### config.mk
export PLATFORM = sky130hd
export DESIGN_NAME = pfb_front_flat
export DESIGN_NICKNAME = d
export VERILOG_FILES = /design/src/pfb_pkg.sv /design/src/pfb_in_if.sv /design/src/pfb_front.sv /design/src/flat_wrapper.sv
export SDC_FILE = /design/constraint.sdc
export NUM_CORES = 1
export LEC_CHECK = 0
export BUFFER_PORTS_ARGS = -buffer_cell sky130_fd_sc_hd__buf_2
export CORE_AREA = 5 5 58 60
export CTS_CLUSTER_SIZE = 25
export DETAILED_ROUTE_END_ITERATION = 8
export DIE_AREA = 0 0 63 65
export PLACE_DENSITY = 0.78
export SYNTH_ARGS = -nofsm -noshare
export SYNTH_HDL_FRONTEND = slang
export SYNTH_SLANG_ARGS = --single-unit
export TNS_END_PERCENT = 100
### constraint.sdc
create_clock -name clk -period 1.8 [get_ports clk]
set_clock_uncertainty 0.2 [all_clocks]
set_input_delay 0.09 -clock clk [delete_from_list [all_inputs] [get_ports clk]]
set_output_delay 0.09 -clock clk [all_outputs]
set_load 0.01 [all_outputs]
### src/pfb_pkg.sv
// Shared types, codes and constants of the page framebuffer pixel engine.
package pfb_pkg;

    localparam int COLUMNS_DEF = 128;
    localparam int PAGES_DEF   = 8;

    localparam int KIND_W  = 4;
    localparam int BYTE_W  = 8;
    localparam int COL_W   = 7;
    localparam int ROW_W   = 6;
    localparam int PAGE_W  = 3;
    localparam int WKIND_W = 2;

    localparam int QUEUE_DEPTH = 2;
    localparam int DIRECT_MAX  = 4;
    localparam int DCOUNT_W    = 3;

    localparam logic [7:0] CMD_PAGE   = 8'hB0;
    localparam logic [7:0] CMD_COL_HI = 8'h10;
    localparam logic [7:0] CMD_COL_LO = 8'h00;

    typedef enum logic [KIND_W-1:0] {
        K_WRITE     = 4'd0,
        K_SET_PAGE  = 4'd1,
        K_SET_COL   = 4'd2,
        K_PIX_SET   = 4'd3,
        K_PIX_CLR   = 4'd4,
        K_PIX_INV   = 4'd5,
        K_PIX_READ  = 4'd6,
        K_BYTE_READ = 4'd7,
        K_REFRESH   = 4'd8,
        K_CLEAR     = 4'd9
    } kind_t;

    typedef enum logic [WKIND_W-1:0] {
        WK_CMD  = 2'd0,
        WK_DATA = 2'd1,
        WK_READ = 2'd2
    } word_kind_t;

    typedef enum logic [3:0] {
        OP_NOP,
        OP_WRITE,
        OP_PAGE,
        OP_COL,
        OP_PIX_SET,
        OP_PIX_CLR,
        OP_PIX_INV,
        OP_PIX_READ,
        OP_BYTE_READ,
        OP_REFRESH,
        OP_CLEAR,
        OP_DIRECT
    } op_t;

    typedef struct packed {
        word_kind_t        kind;
        logic [BYTE_W-1:0] value;
        logic              frame_end;
    } word_t;

    // one classified item as it travels from front to back
    typedef struct packed {
        op_t                          op;
        logic [BYTE_W-1:0]            data;
        logic [COL_W-1:0]             col;
        logic [PAGE_W-1:0]            page;
        logic [BYTE_W-1:0]            mask;
        logic [DCOUNT_W-1:0]          count;
        word_t [DIRECT_MAX-1:0]       words;
    } cmd_t;

    typedef enum logic [1:0] {
        B_IDLE,
        B_FETCH,
        B_CLEAR
    } bstate_t;

    typedef enum logic [1:0] {
        RH_LOW,
        RH_HIGH,
        RH_BODY
    } rhead_t;

endpackage

### src/pfb_in_if.sv
// Input item channel: valid/ready handshake with the item fields.
interface pfb_in_if;
    logic                          valid;
    logic                          ready;
    logic [pfb_pkg::KIND_W-1:0]    kind;
    logic [pfb_pkg::BYTE_W-1:0]    data_byte;
    logic [pfb_pkg::COL_W-1:0]     column;
    logic [pfb_pkg::ROW_W-1:0]     row;
    logic [pfb_pkg::PAGE_W-1:0]    page;

    modport source (output valid, kind, data_byte, column, row, page, input ready);
    modport sink   (input valid, kind, data_byte, column, row, page, output ready);
endinterface

### src/pfb_front.sv
// Front end: mode register, item transfer and classification into commands.
module pfb_front #(
    parameter int COLUMNS = pfb_pkg::COLUMNS_DEF
) (
    input  logic           clk,
    input  logic           rst_n,
    pfb_in_if.sink         items,
    input  logic           cfg_we,
    input  logic           cfg_wdata,
    input  logic           q_full,
    input  logic           clearing,
    output logic           push,
    output pfb_pkg::cmd_t  cmd
);
    import pfb_pkg::*;

    logic mode_reg;

    // column modulo COLUMNS by restoring subtraction, quotient is below 16
    function automatic logic [COL_W-1:0] col_mod(input logic [COL_W-1:0] c);
        logic [COL_W:0] v;
        v = {1'b0, c};
        for (int k = 3; k >= 0; k--) begin
            if (int'(v) >= (COLUMNS << k)) begin
                v = v - (COL_W+1)'(COLUMNS << k);
            end
        end
        return v[COL_W-1:0];
    endfunction

    function automatic word_t mk(input word_kind_t k, input logic [BYTE_W-1:0] v,
                                 input logic e);
        word_t w;
        w.kind      = k;
        w.value     = v;
        w.frame_end = e;
        return w;
    endfunction

    always_ff @(posedge clk or negedge rst_n)
    begin
        if (!rst_n)
        begin
            mode_reg <= 1'b1;
        end
        else if (cfg_we)
        begin
            mode_reg <= cfg_wdata;
        end
    end

    assign items.ready = !q_full && !clearing;
    assign push        = items.valid && items.ready;

    always_comb
    begin
        cmd       = '0;
        cmd.op    = OP_NOP;
        cmd.data  = items.data_byte;
        cmd.col   = col_mod(items.column);
        cmd.page  = items.page;
        cmd.mask  = 8'b1 << items.row[2:0];
        cmd.count = '0;
        for (int i = 0; i < DIRECT_MAX; i++)
        begin
            cmd.words[i] = mk(WK_CMD, '0, 1'b0);
        end
        if (mode_reg)
        begin
            case (kind_t'(items.kind))
                K_WRITE:     cmd.op = OP_WRITE;
                K_SET_PAGE:  cmd.op = OP_PAGE;
                K_SET_COL:   cmd.op = OP_COL;
                K_PIX_SET:
                begin
                    cmd.op   = OP_PIX_SET;
                    cmd.page = items.row[5:3];
                end
                K_PIX_CLR:
                begin
                    cmd.op   = OP_PIX_CLR;
                    cmd.page = items.row[5:3];
                end
                K_PIX_INV:
                begin
                    cmd.op   = OP_PIX_INV;
                    cmd.page = items.row[5:3];
                end
                K_PIX_READ:
                begin
                    cmd.op   = OP_PIX_READ;
                    cmd.page = items.row[5:3];
                end
                K_BYTE_READ: cmd.op = OP_BYTE_READ;
                K_REFRESH:   cmd.op = OP_REFRESH;
                K_CLEAR:     cmd.op = OP_CLEAR;
                default:     cmd.op = OP_NOP;
            endcase
        end
        else
        begin
            cmd.op = OP_DIRECT;
            case (kind_t'(items.kind))
                K_WRITE:
                begin
                    cmd.words[0] = mk(WK_DATA, items.data_byte, 1'b1);
                    cmd.count    = 3'd1;
                end
                K_SET_PAGE:
                begin
                    cmd.words[0] = mk(WK_CMD, CMD_PAGE + {5'd0, items.page}, 1'b1);
                    cmd.count    = 3'd1;
                end
                K_SET_COL:
                begin
                    cmd.words[0] = mk(WK_CMD, CMD_COL_LO | {4'd0, items.column[3:0]}, 1'b0);
                    cmd.words[1] = mk(WK_CMD, CMD_COL_HI | {5'd0, items.column[6:4]}, 1'b1);
                    cmd.count    = 3'd2;
                end
                K_PIX_SET, K_PIX_CLR, K_PIX_INV:
                begin
                    cmd.words[0] = mk(WK_CMD, CMD_COL_LO | {4'd0, items.column[3:0]}, 1'b0);
                    cmd.words[1] = mk(WK_CMD, CMD_COL_HI | {5'd0, items.column[6:4]}, 1'b0);
                    cmd.words[2] = mk(WK_CMD, CMD_PAGE + {5'd0, items.row[5:3]}, 1'b0);
                    cmd.words[3] = mk(WK_DATA,
                                      (kind_t'(items.kind) == K_PIX_CLR) ? 8'd0 : cmd.mask,
                                      1'b1);
                    cmd.count    = 3'd4;
                end
                K_PIX_READ:
                begin
                    cmd.words[0] = mk(WK_CMD, CMD_COL_LO | {4'd0, items.column[3:0]}, 1'b0);
                    cmd.words[1] = mk(WK_CMD, CMD_COL_HI | {5'd0, items.column[6:4]}, 1'b0);
                    cmd.words[2] = mk(WK_CMD, CMD_PAGE + {5'd0, items.row[5:3]}, 1'b1);
                    cmd.words[3] = mk(WK_READ, 8'd0, 1'b0);
                    cmd.count    = 3'd4;
                end
                K_BYTE_READ:
                begin
                    cmd.words[0] = mk(WK_READ, 8'd0, 1'b0);
                    cmd.count    = 3'd1;
                end
                K_REFRESH:
                begin
                    cmd.words[0] = mk(WK_CMD, CMD_COL_LO, 1'b0);
                    cmd.words[1] = mk(WK_CMD, CMD_COL_HI, 1'b1);
                    cmd.count    = 3'd2;
                end
                default:     cmd.op = OP_NOP;
            endcase
        end
    end

endmodule

### src/flat_wrapper.sv
// flat-port wrapper written by rule: the top's interface ports become plain ports
module pfb_front_flat import pfb_pkg::*;
#(
    parameter int COLUMNS = pfb_pkg::COLUMNS_DEF
)
  (clk, rst_n, cfg_we, cfg_wdata, q_full, clearing, push, cmd, items_valid, items_kind, items_data_byte, items_column, items_row, items_page, items_ready);
  pfb_in_if items_i ();
  input  logic clk;
  input  logic rst_n;
  input  logic cfg_we;
  input  logic cfg_wdata;
  input  logic q_full;
  input  logic clearing;
  output logic push;
  output pfb_pkg::cmd_t cmd;
  input wire logic [$bits(items_i.valid)-1:0] items_valid;
  input wire logic [$bits(items_i.kind)-1:0] items_kind;
  input wire logic [$bits(items_i.data_byte)-1:0] items_data_byte;
  input wire logic [$bits(items_i.column)-1:0] items_column;
  input wire logic [$bits(items_i.row)-1:0] items_row;
  input wire logic [$bits(items_i.page)-1:0] items_page;
  output wire logic [$bits(items_i.ready)-1:0] items_ready;
  assign items_i.valid = items_valid;
  assign items_i.kind = items_kind;
  assign items_i.data_byte = items_data_byte;
  assign items_i.column = items_column;
  assign items_i.row = items_row;
  assign items_i.page = items_page;
  assign items_ready = items_i.ready;
  pfb_front #(.COLUMNS(COLUMNS)) u_core (.clk(clk), .rst_n(rst_n), .items(items_i), .cfg_we(cfg_we), .cfg_wdata(cfg_wdata), .q_full(q_full), .clearing(clearing), .push(push), .cmd(cmd));
endmodule
==> impl_metrics.json <==
{
  "fmax_ghz": 0.5853,
  "cp.arrival_ns": 1.42,
  "fill_cells": 305,
  "synth-seq-cells": 1,
  "setup_viol": 0,
  "tns_ns": 0,
  "largest_reg_flops": 1,
  "cap_violations": 0,
  "crit_fanout": 8,
  "gp_congestion": 0.7445,
  "worstPathRequired_ns": 1.51,
  "drc_errors": 0,
  "grt_max_degree": 13,
  "grt_setup_unrepaired": "false",
  "die-area_um2": 4095,
  "n_antenna_cell": 0,
  "fin_area_um2": 1181,
  "crit_path_start_kind": "flip-flop",
  "synth-seq-area-share_pct": 3.221,
  "ys_types": 34,
  "clkLatencyLatePin_ns": 0,
  "finalCritPeriodShare_pct": 94.92,
  "critPathMaxStageDelay_ns": 0.50,
  "cp_cell_sequence": "nand2b_1 -> or3b_1 -> nor4_1 -> buf_2",
  "crit_family": "simple AND/OR/NAND/NOR gates",
  "numPortBuffers": 103,
  "wire_per_inst_um": 11.46,
  "die_w_um": 63,
  "synth_area_um2": 815.8,
  "routed_wl_um": 2681,
  "drive_gt1_share_pct": 59.70,
  "ys_warn_count": 0,
  "dp_hpwl_um": 2327,
  "syn_area_per_cell_um2": 6.687,
  "layout_commonest_cell": "buf_2",
  "peakVddDrop_mv": 0.1425,
  "slowest_stage": "or3b_1",
  "cp_num_buf_inv": 1,
  "worstSetupPathType": "reg2out",
  "ant_nets": 0,
  "hold_path_class": "in2reg",
  "placed_cell_area_um2": 1157,
  "fin_nets": 238,
  "status": "finished clean",
  "powerDensity_nw_per_um2": 256.3,
  "grt_pass1_vias": 966,
  "grt_remaining_overflow": 0,
  "multi_input_area_um2": 543.0,
  "die_y_um": 65,
  "dr.pass1.iters": 4,
  "num_rows": 20,
  "clkTransAtPathRegs_ns": 0,
  "start_util_pct": 28.35,
  "cp-end-kind": "primary output",
  "io_pins": 114,
  "p_leak_nw": 0.7504,
  "track_usage_pct": 11.36,
  "grt_pass1_wl_um": 4057,
  "period_needed_ns": 1.708,
  "core-area_um2": 2878,
  "netlist_instances": 122,
  "drt-initial-drc-count": 30,
  "syn_to_final_growth_pct": 44.79,
  "hold_viol_final": 0,
  "regArea_um2": 26.28,
  "final_max_slew_viol_count": 0,
  "mostFrequentLayoutCells": "buf_2, nor2_1, nor3_1, conb_1, and2_1",
  "via_per_inst": 4.509,
  "num_vias": 1055,
  "antenna_found_initial": 0
}
## stage by stage
stage          hold WS (ns)  cells  util, %  setup slack [ns]  power (mW)
3_5_place_dp        -0.1719    233    40.22           0.03578      0.2996
2_1_floorplan       -0.2578    131        -            0.1031      0.2238
3_3_place_gp        -0.1729    233    40.22           0.04204      0.2979
6_report             0.1280    234    41.04           0.09151      0.3027
4_1_cts              0.1300    234    40.57           0.02520      0.3025
5_1_grt              0.1528    234    41.04           0.01694      0.3338
## logic make-up (layout without fill, tap and decap cells)
family                    count (synthesis)  after routing  synth area share, %
muxes                                     7              7                9.202
AOI/OAI and AO/OA                        14             14                11.50
other                                     1             10               0.4597
and+or+nand+nor                          54             54                36.35
DFF                                       1              1                3.221
buffers and inverters                    42            112                36.04
xor gates and xnor gates                  3              3                3.221
## path summary, 6_finish.rpt
path / from / end / slack, ns / cells after the start
setup / recovery: u_core.mode_reg$_DFFE_PN1P_ / cmd[34] / 0.09 / 4
hold / removal: cfg_wdata / u_core.mode_reg$_DFFE_PN1P_ / 0.13 / 2
setup reg to reg: u_core.mode_reg$_DFFE_PN1P_ / u_core.mode_reg$_DFFE_PN1P_ / 0.85 / 1
hold reg to reg: u_core.mode_reg$_DFFE_PN1P_ / u_core.mode_reg$_DFFE_PN1P_ / 0.44 / 1
max in group asynchronous: rst_n / u_core.mode_reg$_DFFE_PN1P_ / 1.01 / 2
min in group asynchronous: rst_n / u_core.mode_reg$_DFFE_PN1P_ / 0.37 / 2
## cell usage after synthesis
| cell type | instances | area, um2 |
|---|---|---|
| buf_4 | 31 | 232.7 |
| nor2_1 | 15 | 56.30 |
| nor3_1 | 10 | 50.05 |
| and2_1 | 7 | 43.79 |
| a21oi_1 | 6 | 30.03 |
| buf_2 | 4 | 20.02 |
| inv_1 | 4 | 15.01 |
| mux2_2 | 4 | 45.04 |
| mux2i_1 | 3 | 30.03 |
| nand2_1 | 3 | 11.26 |
| nand2b_1 | 3 | 18.77 |
| nor4_1 | 3 | 18.77 |
| o2bb2ai_1 | 3 | 26.28 |
| a21bo_2 | 2 | 20.02 |
| buf_6 | 2 | 22.52 |
| nor2b_1 | 2 | 12.51 |
| o21ai_0 | 2 | 10.01 |
| xnor2_1 | 2 | 17.52 |
| a21boi_0 | 1 | 7.510 |
| and2b_1 | 1 | 7.510 |
| clkbuf_1 | 1 | 3.750 |
| conb_1 | 1 | 3.750 |
| dfstp_2 | 1 | 26.28 |
| nand3_1 | 1 | 5.000 |
| nand3b_1 | 1 | 7.510 |
| nor3b_1 | 1 | 7.510 |
| nor3b_2 | 1 | 12.51 |
| or2_1 | 1 | 6.260 |
| or2_2 | 1 | 6.260 |
| or2b_1 | 1 | 7.510 |
| or3_1 | 1 | 6.260 |
| or3b_1 | 1 | 8.760 |
| or4b_2 | 1 | 10.01 |
| xor2_1 | 1 | 8.760 |
## per-layer routing
layer	track usage (%)	share of wire [%]
met1	13.66	38
met2	20.77	45
met3	3.640	16
met4	0	0
met5	0	0
## report_power, final
part / internal (mW) / switching [mW] / total (mW) / leakage (nW)
combinational: 0.124 / 0.149 / 0.273 / 0.740
sequential: 0.0269 / 0.00286 / 0.0298 / 0.0105
clock: 0 / 0 / 0 / 0
total: 0.151 / 0.152 / 0.303 / 0.750
## what timing repair did
action | CTS | global route
resized for setup | 0 | 3
hold endpoints to repair | 1 | 0
setup buffers | 0 | 0
hold buffers | 1 | 0
setup endpoints to repair | 0 | 2
## final cells by class
cell class                      count  area share [%]
Timing Repair Buffer              108           47.03
Multi-Input combinational cell     88           45.97
Tap cell                           33           3.496
Sequential cell                     1           2.225
Inverter                            4           1.271
No activity file was read; power rests on OpenSTA's default activity.
